===== src/rtl/at_rlp_pkg.sv =====
`timescale 1ns / 1ps
// ----------------------------------------------------------------------------
// at_rlp_pkg
// Shared types and constants for the AT response line parser.
// ----------------------------------------------------------------------------
package at_rlp_pkg;

  // event bit positions
  localparam int EV_OK       = 0;
  localparam int EV_RING     = 1;
  localparam int EV_ERROR    = 2;
  localparam int EV_CLIP     = 3;
  localparam int EV_CREG     = 4;
  localparam int EV_HTTPACT  = 5;
  localparam int EV_HTTPDONE = 6;

  localparam logic [7:0] CH_CR    = 8'h0d;
  localparam logic [7:0] CH_LF    = 8'h0a;
  localparam logic [7:0] CH_QUOTE = 8'h22;
  localparam logic [7:0] CH_ONE   = 8'h31;
  localparam logic [7:0] CH_FIVE  = 8'h35;

  localparam logic [15:0] KW_OK         = "OK";
  localparam logic [31:0] KW_RING       = "RING";
  localparam logic [39:0] KW_ERROR      = "ERROR";
  localparam logic [39:0] KW_CLIP       = "+CLIP";
  localparam logic [39:0] KW_CREG       = "+CREG";
  localparam logic [87:0] KW_HTTPACTION = "+HTTPACTION";
  localparam logic [71:0] KW_HTTPREAD   = "+HTTPREAD";
  localparam logic [47:0] KW_SAPBR      = "+SAPBR";

  localparam int WIN_LEN = 11;

  // field offsets within a line
  localparam int OFS_CLIP_SCAN = 7;
  localparam int OFS_CREG      = 9;
  localparam int OFS_SAPBR     = 10;
  localparam int OFS_STATUS    = 14;
  localparam int OFS_LENGTH    = 18;
  localparam int OFS_COUNT     = 10;

  localparam logic [9:0] STATUS_OK = 10'd200;

  typedef enum logic [2:0] {
    CS_SEEK,
    CS_OPEN,
    CS_IN,
    CS_HIT,
    CS_MISS
  } clip_state_t;

  typedef struct packed {
    logic [6:0]  event_mask;
    logic        payload_valid;
    logic [11:0] payload_index;
    logic [7:0]  payload_byte;
    logic        registered;
    logic [9:0]  action_status;
    logic [16:0] http_length;
    logic        bearer_active;
  } result_t;

  function automatic logic is_digit(input logic [7:0] c);
    return (c >= 8'h30) && (c <= 8'h39);
  endfunction

endpackage


===== src/rtl/at_response_line_parser.sv =====
`timescale 1ns / 1ps
// ----------------------------------------------------------------------------
// at_response_line_parser
// Parses modem response bytes into events, status fields and HTTP payload.
// ----------------------------------------------------------------------------
// One received byte is taken per cycle while in_stall is low, and yields exactly one
// registered result. Lines are never buffered: keyword hits, the first
// five bytes, the bytes at fixed offsets and the decimal fields are captured
// as each byte arrives, so the CR-LF that ends a line classifies it in the
// same cycle. A two-entry output register lets a new byte in while a result
// waits; in_stall rises only when both entries are full.
module at_response_line_parser #(
  parameter int LINE_CAPACITY    = 128,
  parameter int PAYLOAD_CAPACITY = 4096
) (
  input  logic        clk,
  input  logic        rst,
  input  logic        in_valid,
  output logic        in_stall,
  input  logic [7:0]  rx_byte,
  output logic        out_valid,
  input  logic        out_stall,
  output logic [6:0]  event_mask,
  output logic        payload_valid,
  output logic [11:0] payload_index,
  output logic [7:0]  payload_byte,
  output logic        registered,
  output logic [9:0]  action_status,
  output logic [16:0] http_length,
  output logic        bearer_active
);
  import at_rlp_pkg::*;

  localparam int LC_W = $clog2(LINE_CAPACITY + 1);
  localparam int TG_W = $clog2(PAYLOAD_CAPACITY + 1);
  localparam logic [17:0] CAP_LIMIT = 18'(PAYLOAD_CAPACITY);

  // line state
  logic [LC_W-1:0] cnt, cnt_next;
  logic            ovf, ovf_next;
  logic [7:0]      prev, prev_next;
  logic [7:0]      hist [WIN_LEN-1];
  logic [7:0]      first [5];
  logic [7:0]      p9, p9_next, p10, p10_next;
  logic            has_clip, has_creg, has_act, has_read, has_sap;
  logic            has_clip_next, has_creg_next, has_act_next, has_read_next, has_sap_next;
  clip_state_t     clip_st, clip_st_next;
  logic [9:0]      st_val, st_val_next;
  logic            st_go, st_go_next;
  logic [16:0]     ln_val, ln_val_next, rd_val, rd_val_next;
  logic            ln_go, ln_go_next, rd_go, rd_go_next;

  // payload and status state
  logic            pmode, pmode_next;
  logic [TG_W-1:0] target, target_next, pcount, pcount_next;
  logic            reg_flag, reg_flag_next, ctx_flag, ctx_flag_next;
  logic [9:0]      status, status_next;
  logic [16:0]     dlen, dlen_next;

  // output stage
  result_t res, out_q, skid_q;
  logic    skid_v, acc, take;

  logic [WIN_LEN*8-1:0] win;
  logic                 line_end, store;
  logic [3:0]           dig;
  logic                 isd;
  logic [6:0]           ev;

  assign acc      = in_valid && !skid_v;
  assign take     = out_valid && !out_stall;
  assign in_stall = skid_v;

  always_comb begin
    win      = '0;
    win[7:0] = rx_byte;
    for (int i = 0; i < WIN_LEN - 1; i++) begin
      win[(i+1)*8 +: 8] = hist[i];
    end
  end

  assign line_end = !pmode && (rx_byte == CH_LF) && (prev == CH_CR);
  assign store    = !pmode && !line_end && (cnt < LC_W'(LINE_CAPACITY));
  assign isd      = is_digit(rx_byte);
  assign dig      = rx_byte[3:0];

  always_comb begin
    cnt_next      = cnt;
    ovf_next      = ovf;
    prev_next     = prev;
    p9_next       = p9;
    p10_next      = p10;
    has_clip_next = has_clip;
    has_creg_next = has_creg;
    has_act_next  = has_act;
    has_read_next = has_read;
    has_sap_next  = has_sap;
    clip_st_next  = clip_st;
    st_val_next   = st_val;
    st_go_next    = st_go;
    ln_val_next   = ln_val;
    ln_go_next    = ln_go;
    rd_val_next   = rd_val;
    rd_go_next    = rd_go;
    pmode_next    = pmode;
    target_next   = target;
    pcount_next   = pcount;
    reg_flag_next = reg_flag;
    ctx_flag_next = ctx_flag;
    status_next   = status;
    dlen_next     = dlen;
    ev            = '0;
    res           = '0;

    if (pmode) begin
      res.payload_valid = 1'b1;
      res.payload_index = 12'(pcount);
      res.payload_byte  = rx_byte;
      pcount_next       = pcount + 1'b1;
      if (pcount_next >= target) begin
        ev[EV_HTTPDONE] = 1'b1;
        pmode_next      = 1'b0;
        pcount_next     = '0;
      end
    end else begin
      prev_next = rx_byte;
      if (line_end) begin
        if (!ovf && cnt > LC_W'(1)) begin
          if (cnt == LC_W'(3)) begin
            ev[EV_OK] = {first[0], first[1]} == KW_OK;
          end else if (cnt == LC_W'(5)) begin
            ev[EV_RING] = {first[0], first[1], first[2], first[3]} == KW_RING;
          end else if (cnt == LC_W'(6)) begin
            ev[EV_ERROR] = {first[0], first[1], first[2], first[3], first[4]} == KW_ERROR;
          end else begin
            ev[EV_CLIP] = has_clip && (clip_st == CS_HIT);
            if (has_creg) begin
              reg_flag_next = (p9 == CH_ONE) || (p9 == CH_FIVE);
              ev[EV_CREG]   = reg_flag_next;
            end
            if (has_act) begin
              if (st_val == STATUS_OK) dlen_next = ln_val;
              status_next     = st_val;
              ev[EV_HTTPACT]  = 1'b1;
            end
            if (has_read) begin
              target_next = ({1'b0, rd_val} > CAP_LIMIT) ? TG_W'(PAYLOAD_CAPACITY)
                                                         : TG_W'(rd_val);
              pcount_next = '0;
              if (target_next == '0) ev[EV_HTTPDONE] = 1'b1;
              else pmode_next = 1'b1;
            end
            if (has_sap) ctx_flag_next = (p10 == CH_ONE);
          end
        end
        // start a fresh line
        cnt_next      = '0;
        ovf_next      = 1'b0;
        p9_next       = '0;
        p10_next      = '0;
        has_clip_next = 1'b0;
        has_creg_next = 1'b0;
        has_act_next  = 1'b0;
        has_read_next = 1'b0;
        has_sap_next  = 1'b0;
        clip_st_next  = CS_SEEK;
        st_val_next   = '0;
        st_go_next    = 1'b0;
        ln_val_next   = '0;
        ln_go_next    = 1'b0;
        rd_val_next   = '0;
        rd_go_next    = 1'b0;
      end else if (store) begin
        cnt_next = cnt + 1'b1;
        if (cnt == LC_W'(OFS_CREG))  p9_next  = rx_byte;
        if (cnt == LC_W'(OFS_SAPBR)) p10_next = rx_byte;
        if (win[39:0] == KW_CLIP)      has_clip_next = 1'b1;
        if (win[39:0] == KW_CREG)      has_creg_next = 1'b1;
        if (win[87:0] == KW_HTTPACTION) has_act_next = 1'b1;
        if (win[71:0] == KW_HTTPREAD)  has_read_next = 1'b1;
        if (win[47:0] == KW_SAPBR)     has_sap_next  = 1'b1;
        if (cnt >= LC_W'(OFS_CLIP_SCAN)) begin
          case (clip_st)
            CS_SEEK: if (rx_byte == CH_QUOTE) clip_st_next = CS_OPEN;
            CS_OPEN: clip_st_next = (rx_byte == CH_QUOTE) ? CS_MISS : CS_IN;
            CS_IN:   if (rx_byte == CH_QUOTE) clip_st_next = CS_HIT;
            default: clip_st_next = clip_st;
          endcase
        end
        // decimal fields, stopping at the first non-digit
        if (cnt == LC_W'(OFS_STATUS)) begin
          st_go_next  = isd;
          st_val_next = isd ? 10'(dig) : '0;
        end else if (cnt > LC_W'(OFS_STATUS) && cnt < LC_W'(OFS_STATUS + 3)) begin
          if (st_go && isd) st_val_next = 10'(st_val * 10) + 10'(dig);
          else st_go_next = 1'b0;
        end
        if (cnt == LC_W'(OFS_LENGTH)) begin
          ln_go_next  = isd;
          ln_val_next = isd ? 17'(dig) : '0;
        end else if (cnt > LC_W'(OFS_LENGTH) && cnt < LC_W'(OFS_LENGTH + 5)) begin
          if (ln_go && isd) ln_val_next = 17'(ln_val * 10) + 17'(dig);
          else ln_go_next = 1'b0;
        end
        if (cnt == LC_W'(OFS_COUNT)) begin
          rd_go_next  = isd;
          rd_val_next = isd ? 17'(dig) : '0;
        end else if (cnt > LC_W'(OFS_COUNT) && cnt < LC_W'(OFS_COUNT + 5)) begin
          if (rd_go && isd) rd_val_next = 17'(rd_val * 10) + 17'(dig);
          else rd_go_next = 1'b0;
        end
      end else begin
        ovf_next = 1'b1;
      end
    end

    res.event_mask    = ev;
    res.registered    = reg_flag_next;
    res.action_status = status_next;
    res.http_length   = dlen_next;
    res.bearer_active = ctx_flag_next;
  end

  always_ff @(posedge clk) begin
    if (rst) begin
      cnt      <= '0;
      ovf      <= 1'b0;
      prev     <= '0;
      p9       <= '0;
      p10      <= '0;
      has_clip <= 1'b0;
      has_creg <= 1'b0;
      has_act  <= 1'b0;
      has_read <= 1'b0;
      has_sap  <= 1'b0;
      clip_st  <= CS_SEEK;
      st_val   <= '0;
      st_go    <= 1'b0;
      ln_val   <= '0;
      ln_go    <= 1'b0;
      rd_val   <= '0;
      rd_go    <= 1'b0;
      pmode    <= 1'b0;
      target   <= '0;
      pcount   <= '0;
      reg_flag <= 1'b0;
      ctx_flag <= 1'b0;
      status   <= '0;
      dlen     <= '0;
      for (int i = 0; i < WIN_LEN - 1; i++) hist[i] <= '0;
    end else if (acc) begin
      cnt      <= cnt_next;
      ovf      <= ovf_next;
      prev     <= prev_next;
      p9       <= p9_next;
      p10      <= p10_next;
      has_clip <= has_clip_next;
      has_creg <= has_creg_next;
      has_act  <= has_act_next;
      has_read <= has_read_next;
      has_sap  <= has_sap_next;
      clip_st  <= clip_st_next;
      st_val   <= st_val_next;
      st_go    <= st_go_next;
      ln_val   <= ln_val_next;
      ln_go    <= ln_go_next;
      rd_val   <= rd_val_next;
      rd_go    <= rd_go_next;
      pmode    <= pmode_next;
      target   <= target_next;
      pcount   <= pcount_next;
      reg_flag <= reg_flag_next;
      ctx_flag <= ctx_flag_next;
      status   <= status_next;
      dlen     <= dlen_next;
      // keyword window never spans two lines
      if (line_end) begin
        for (int i = 0; i < WIN_LEN - 1; i++) hist[i] <= '0;
      end else if (store) begin
        hist[0] <= rx_byte;
        for (int i = 1; i < WIN_LEN - 1; i++) hist[i] <= hist[i-1];
      end
    end
  end

  // first five bytes of the line, checked only against the line length
  always_ff @(posedge clk) begin
    if (acc && store) begin
      for (int i = 0; i < 5; i++) begin
        if (cnt == LC_W'(i)) first[i] <= rx_byte;
      end
    end
  end

  always_ff @(posedge clk) begin
    if (rst) begin
      out_valid <= 1'b0;
      skid_v    <= 1'b0;
    end else if (acc) begin
      if (!out_valid || take) begin
        out_q     <= res;
        out_valid <= 1'b1;
      end else begin
        skid_q <= res;
        skid_v <= 1'b1;
      end
    end else if (take) begin
      if (skid_v) begin
        out_q  <= skid_q;
        skid_v <= 1'b0;
      end else begin
        out_valid <= 1'b0;
      end
    end
  end

  assign event_mask    = out_q.event_mask;
  assign payload_valid = out_q.payload_valid;
  assign payload_index = out_q.payload_index;
  assign payload_byte  = out_q.payload_byte;
  assign registered    = out_q.registered;
  assign action_status = out_q.action_status;
  assign http_length   = out_q.http_length;
  assign bearer_active = out_q.bearer_active;

endmodule


===== config.mk =====
export PLATFORM = sky130hd
export DESIGN_NAME = at_response_line_parser
export DESIGN_NICKNAME = d
export VERILOG_FILES = /design/src/rtl/at_rlp_pkg.sv /design/src/rtl/at_response_line_parser.sv
export SDC_FILE = /design/constraint.sdc
export NUM_CORES = 1
export LEC_CHECK = 0
export BUFFER_PORTS_ARGS = -buffer_cell sky130_fd_sc_hd__buf_2
export CAP_MARGIN = 20
export CORE_UTILIZATION = 37
export CTS_CLUSTER_DIAMETER = 40
export DETAILED_ROUTE_END_ITERATION = 8
export GPL_TIMING_DRIVEN = 0
export SLEW_MARGIN = 20
export SYNTH_ARGS = -nofsm -noshare
export SYNTH_HDL_FRONTEND = slang
export SYNTH_SLANG_ARGS = --single-unit

===== constraint.sdc =====
create_clock -name clk -period 12.4 [get_ports clk]
set_clock_uncertainty 0.1 [all_clocks]
set_input_delay 2.48 -clock clk [delete_from_list [all_inputs] [get_ports clk]]
set_output_delay 2.48 -clock clk [all_outputs]
set_load 0.02 [all_outputs]

==> results.toml, run 1 <==
[pwr]
leakage_nw = 8.397
power_density_nw_per_um2 = 133.8
vdd_ir_drop_max_mv = 0.08756

[die]
dieArea_um2 = 51480
die_h_um = 226.9
core_area_um2 = 50070
start_util_pct = 37.38
ios = 71
die_w_um = 226.9
rows = 82

[placed_design]
io_buffers = 70
dp_hpwl_mm = 33.72
dp_worst_setup_slack_ps = 6421
placed_cell_area_um2 = 20030
dp.cells = 2515
gp_congestion = 0.9214

[sta]
slew_headroom_pct = 26.49
max_freq_mhz = 181.7
finalSetupViolCount = 0
final-hold-violation-count = 0
report.final.slew_viol_count = 0
setup_tns_ps = 0
final_min_period_over_clock_period_pct = 44.39
grt_setup_unrepaired = "no"
whs_ps = 350.5
setup_slack_ps = 6895
fin_crit_ps = 5505
tightestPinTransition_ps = 1103

[clocking]
cts_hold_buf = 0
htreeDepth = 2
cts_tree = "built"
clock-sinks = 379
numCtsBuffers = 46
root_buffer = "clkbuf_16"
clk_path_buf_depth = 3
postCtsResizedCells = 0
insertion_delay_ps = 570
cts.clk_slew.worst_paths_ps = 60
post_cts_buffers = 0

[setup_path]
worstPathCellList = "buf_2 -> buf_2 -> and4bb_1 -> and4b_1 -> buf_4 -> clkbuf_1 -> nor3_1 -> and4_1"
critical-path-slowest-cell = "nor3_1"
cp_max_fo = 12
r2r-start = "pcount[0]$_SDFFE_PP0P_"
crit_top_cell = "buf_2"
startpoint_type = "input port"
crit_buf_inv = 4
worstSetupPathType = "input port to register"
regToRegSetupSlack_ps = 8160
arrival_ps = 5630
end_kind = "register"
r2r_cells = 16
worst_ep_required_time_ps = 12530
crit_family = "simple AND/OR/NAND/NOR gates"
r2r-end = "pcount[4]$_SDFFE_PP0P_"
slowest_delay_ps = 930

[synth]
syn_nets = 1874
syn_avg_cell_area_um2 = 10.59
ys_async_sr_fraction_pct = 0
synth_area_leaders = "edfxtp_1, dfxtp_1, ha_1"
synth.distinct_cells = 86
netlist.area_leader.share_pct = 37.55
ys_ff_latch = 379
syn_inst = 1767
ys_warn_count = 0
ys.flop_type = "edfxtp_1"
synth_edf_count = 234
seq_area_frac_synth_pct = 53.06
yosys.area.top_type = "edfxtp_1"
syn_area_um2 = 18710

[route]
drtAntennaViolNets = 0
drt_iter0_drc = 1214
viasPerCell = 5.330
drt-pass1-iter-count = 6
wire_per_inst_um = 17.92
drc = 0
wirelength_mm = 46.60
num_vias = 13860

[global_route]
grt_pass1_wl_mm = 74.17
grt_pass1_vias = 13430
grt_use_met1_pct = 24.98
busiest_layer = "met2"
grt.total_usage_pct = 18.37
use_met2_pct = 29.27
globalRouteOverflowTotal = 0
globalRouteMet3Util_pct = 2.721
grt_max_degree = 53
grt_antenna_before_repair = 1

[worst_hold_path]
hold_start = "dlen[12]$_SDFFE_PP0P_"
min_path_type = "register to register"
hold_path_depth = 2
worst_hold_path.endpoint = "dlen[12]$_SDFFE_PP0P_"

[flow_run]
cap_violations = 0

[status]
status = "completed"

[finish]
final_cells = 2600
num_antenna_cells = 0
fin_nets = 1998
final_area_um2 = 21580
area_delta_synth_final_pct = 15.30
final_layout_size_suffix_gt1_share_pct = 11.88
-- logic make-up (layout without fill, tap and decap cells) --
| logic type | after synthesis | after routing | share of synthesized area (%) |
|---|---|---|---|
| AND/OR/NAND/NOR | 739 | 739 | 21.01 |
| flip-flops | 379 | 379 | 53.06 |
| AO/OA/AOI/OAI | 300 | 300 | 10.01 |
| buffers and inverters | 133 | 294 | 2.848 |
| adder cells (fa/ha/maj) | 95 | 95 | 6.593 |
| XOR/XNOR | 70 | 70 | 3.276 |
| multiplexers | 51 | 51 | 3.203 |
-- synth_stat cells, drive strengths merged (21+ instances only) --
cell type,number
a21oi,132
and2,106
clkbuf,61
dfxtp,145
edfxtp,234
ha,89
inv,53
mux2,41
nand2,221
nand3,61
nand4,25
nor2,119
nor3,46
nor4,21
nor4b,25
o21ai,47
xnor2,40
xor2,30
-- metal layers --
metal,vias to the layer above,wire length [um]
li1,6695,-
met1,6674,21260
met2,388,21300
met3,100,2546
met4,2,1479
met5,-,16
-- layout make-up --
type / count / area [um^2]
Fill cell: 4777 / 28490
Sequential cell: 379 / 9930
Multi-Input combinational cell: 1255 / 8289
Clock buffer: 66 / 1314
Tap cell: 672 / 840.8
Timing Repair Buffer: 76 / 442.9
Buffer: 80 / 334.1
Clock inverter: 19 / 226.5
Inverter: 53 / 198.9
-- worst max path at each step --
stage               depth (start not counted)                          to  slack [ps]        from
detailed placement                          8      first[0][34]$_DFFE_PP_        6420  rx_byte[2]
floorplan                                   4  action_status[0]$_DFFE_PP_        4420    in_valid
finish                                      8      first[0][35]$_DFFE_PP_        6900  rx_byte[2]
global route                                8      first[0][35]$_DFFE_PP_        6830  rx_byte[2]
global placement                            4   http_length[16]$_DFFE_PP_        2090         rst
CTS                                         8      first[0][35]$_DFFE_PP_        7030  rx_byte[2]
-- worst register-to-register path: cells and delay by family, from the launching register on --
family	cells	cell delay, ps
buffers and inverters	1	410
adders and majority gates	2	610
and+or+nand+nor	10	1800
xor gates and xnor gates	1	290
DFF	1	450
AOI/OAI and AO/OA	2	500
-- through the flow --
step           util, %  power [W]
2_1_floorplan        -   0.001503
3_3_place_gp     39.75   0.001560
3_5_place_dp     40.00   0.001562
4_1_cts          43.08   0.002913
5_1_grt          43.09   0.002980
6_report         43.09   0.002888
-- sequential cells by signal, indices dropped and copies added, names as in the netlist, 10 cells and up --
| name | count |
|---|---|
| action_status | 10 |
| dlen | 17 |
| first | 40 |
| hist | 80 |
| http_length | 17 |
| ln_val | 17 |
| payload_index | 12 |
| pcount | 13 |
| rd_val | 17 |
| skid_q | 57 |
| st_val | 10 |
| status | 10 |
| target | 13 |
-- power by group --
| part | switching, W | internal [W] |
|---|---|---|
| Combinational | 0.0000981 | 0.0000393 |
| Sequential | 0.0000211 | 0.00138 |
| Clock | 0.000524 | 0.000827 |
| Total | 0.000643 | 0.00224 |
-- cells in the final DEF, fill, tap and decap left out, drive strengths merged, types with 8 or more instances in the layout --
| cell type | instances |
|---|---|
| nand4b | 8 |
| edfxtp | 234 |
| xor2 | 30 |
| buf | 95 |
| nand4 | 25 |
| or3 | 10 |
| mux2 | 41 |
| inv | 62 |
| and2 | 106 |
| nor4b | 25 |
| a31oi | 11 |
| a21o | 19 |
| o21ai | 47 |
| nor2b | 16 |
| clkbuf | 127 |
| dfxtp | 145 |
| xnor2 | 40 |
| a22oi | 10 |
| nor3 | 46 |
| and3 | 18 |
| nor2 | 119 |
| nand2 | 221 |
| nor4 | 21 |
| nand2b | 15 |
| nand3 | 61 |
| ha | 89 |
| nor3b | 11 |
| mux2i | 10 |
| a21oi | 132 |
| a211oi | 13 |
Note: power is estimated with default switching activity, not from simulation.
==> run 2: changes to the inputs <==
--- a/config.mk
+++ b/config.mk
@@ -5,6 +5,7 @@
 export SDC_FILE = /design/constraint.sdc
 export NUM_CORES = 1
 export LEC_CHECK = 0
+export ABC_AREA = 1
 export BUFFER_PORTS_ARGS = -buffer_cell sky130_fd_sc_hd__buf_2
 export CAP_MARGIN = 20
 export CORE_UTILIZATION = 37
==> constraint.sdc (replaced) <==
create_clock -name clk -period 5 [get_ports clk]
set_clock_uncertainty 0.1 [all_clocks]
set_input_delay 1 -clock clk [delete_from_list [all_inputs] [get_ports clk]]
set_output_delay 1 -clock clk [all_outputs]
set_load 0.02 [all_outputs]
==> results.toml, run 2 <==
[clocking]
htreeDepth = 2
numCtsBuffers = 47
insertion_delay_ps = 570
cts_hold_buf = 0
cts_tree = "built"
clock-sinks = 379
postCtsResizedCells = 0
cts.clk_slew.worst_paths_ps = 60
clk_path_buf_depth = 3
post_cts_buffers = 0
root_buffer = "clkbuf_16"

[synth]
synth_commonest_cells = "nand2_1, inv_1, nor2_1, edfxtp_1, a21oi_1"
yosys.area.top_type = "edfxtp_1"
synth_area_leaders = "edfxtp_1, dfxtp_1, nand2_1"
ys_ff_latch = 379
syn_area_um2 = 19750
seq_area_frac_synth_pct = 50.27
syn_avg_cell_area_um2 = 8.456
ys.flop_type = "edfxtp_1"
synth_edf_count = 234
synth.distinct_cells = 57
synth.most_common_cell = "nand2_1"
syn_inst = 2336
ys_async_sr_fraction_pct = 0
syn_nets = 2443
ys_warn_count = 0
netlist.area_leader.share_pct = 35.57

[sta]
final_min_period_over_clock_period_pct = 74.43
tightestPinTransition_ps = 959.4
grt_setup_unrepaired = "no"
finalSetupViolCount = 0
final-hold-violation-count = 0
setup_tns_ps = 0
report.final.slew_viol_count = 0
slew_headroom_pct = 36.04
max_freq_mhz = 268.7
fin_crit_ps = 3722

[finish]
fin_nets = 2570
final_layout_size_suffix_gt1_share_pct = 10.27
top_regs = "hist x80, skid_q x57, first x40"
largest_reg_flops = 80
n_fill_cell = 5091
area_delta_synth_final_pct = 14.85
num_antenna_cells = 0
final_common_cell = "nand2_1"
final_util_pct = 43.09
mostFrequentLayoutCells = "nand2_1, inv_1, nor2_1"
largest_register = "hist"

[setup_path]
worstSetupPathType = "register to register"
crit_family = "simple AND/OR/NAND/NOR gates"
end_kind = "register"
worst_ep_required_time_ps = 5380
arrival_ps = 4100
startpoint_type = "register"
slowest_delay_ps = 570
worstPathCellList = "ha_1 -> nand2_1 -> nor2_1 -> nand3_1 -> or3_1 -> nor2_1 -> xor2_1 -> ha_1 -> a21oi_1 -> o21ai_0 -> a21oi_1 -> nand3_1 -> nor2_1 -> nand2_1 -> a21oi_1"
cp_max_fo = 9
crit_buf_inv = 0
critical-path-slowest-cell = "nor2_1"

[die]
dieArea_um2 = 54320
die_w_um = 233.1
core_area_um2 = 52660
die_h_um = 233.1
rows = 84
ios = 71
start_util_pct = 37.52

[route]
viasPerCell = 5.016
drc = 0
wirelength_mm = 51.76
drt_iter0_drc = 1033
num_vias = 16000
drt-pass1-iter-count = 6
wire_per_inst_um = 16.22
drtAntennaViolNets = 0

[placed_design]
gp_congestion = 0.9079
dp_hpwl_mm = 38.77
io_buffers = 70

[global_route]
grt_pass1_wl_mm = 82.86
grt_pass1_vias = 15560
globalRouteOverflowTotal = 0
grt.total_usage_pct = 19.32
grt_max_degree = 54
grt_antenna_before_repair = 0

[pwr]
vdd_ir_drop_max_mv = 0.2177
power_density_nw_per_um2 = 316.2
leakage_nw = 9.684
finalPower_w = 0.007174

[worst_hold_path]
min_path_type = "register to register"

[status]
status = "completed"

[flow_run]
cap_violations = 0
-- run 2: final timing paths --
kind         slack (ps)  cells past startpoint                       to              startpoint
max                1280                     15  pcount[11]$_SDFFE_PP0P_  pcount[0]$_SDFFE_PP0P_
min                 350                      2      p10[5]$_SDFFE_PP0P_     p10[5]$_SDFFE_PP0P_
max reg2reg        1280                     15  pcount[11]$_SDFFE_PP0P_  pcount[0]$_SDFFE_PP0P_
min reg2reg         350                      2      p10[5]$_SDFFE_PP0P_     p10[5]$_SDFFE_PP0P_
-- run 2: through the flow --
| stage | hold WS [ps] | worst slack [ps] | cell area [um^2] | instances |
|---|---|---|---|---|
| floorplan | 330.6 | 380.3 | 19760 | 2336 |
| global placement | 344.2 | -1703 | 20970 | 3094 |
| CTS | 357.3 | 1176 | 22680 | 3190 |
| global route | 367.2 | 983.6 | 22690 | 3190 |
| finish | 353.0 | 1278 | 22690 | 3190 |
| detailed placement | 349.5 | 576.6 | 21120 | 3102 |
-- run 2: layer usage --
metal | GRT usage [%] | share of wire (%) | vias to the layer above
met3 | 2.954 | 5.0 | 98
met5 | 0 | 0 | -
met2 | 32.10 | 46 | 377
met4 | 6.842 | 3.0 | 0
met1 | 25.41 | 46 | 7508
li1 | - | - | 8017
-- run 2: cells by family after synthesis --
group	after synthesis	synth area share [%]
buf+inv	432	8.614
compound gates	311	8.886
xor+xnor	35	1.552
mux	1	0.05700
simple gates	1083	24.38
flops	379	50.27
fa+ha+maj	95	6.245
-- run 2: area by class of cell --
| type | count | area (um^2) | share of cell area, % |
|---|---|---|---|
| sequential | 379 | 9930 | 43.77 |
| multi-input combinational | 1525 | 8162 | 35.97 |
| clock buffer | 67 | 1389 | 6.121 |
| inverter | 364 | 1371 | 6.044 |
| tap | 688 | 860.8 | 3.794 |
| timing repair buffer | 78 | 471.7 | 2.079 |
| buffer | 68 | 330.3 | 1.456 |
| clock inverter | 21 | 173.9 | 0.7666 |
-- run 2: report_power, final --
| group | internal (W) | switching, W | total (W) |
|---|---|---|---|
| combinational | 0.0000862 | 0.000284 | 0.000370 |
| sequential | 0.00341 | 0.0000420 | 0.00345 |
| clock | 0.00201 | 0.00134 | 0.00335 |
| total | 0.00550 | 0.00167 | 0.00717 |
-- run 2: worst reg2reg max path, stage by stage, from the launching register on --
cell and delay, ps:
dfxtp_1 430, ha_1 220, nand2_1 80, nor2_1 130
nand3_1 140, or3_1 380, nor2_1 140, xor2_1 240
ha_1 300, a21oi_1 130, o21ai_0 100, a21oi_1 140
nand3_1 240, nor2_1 570, nand2_1 130, a21oi_1 160
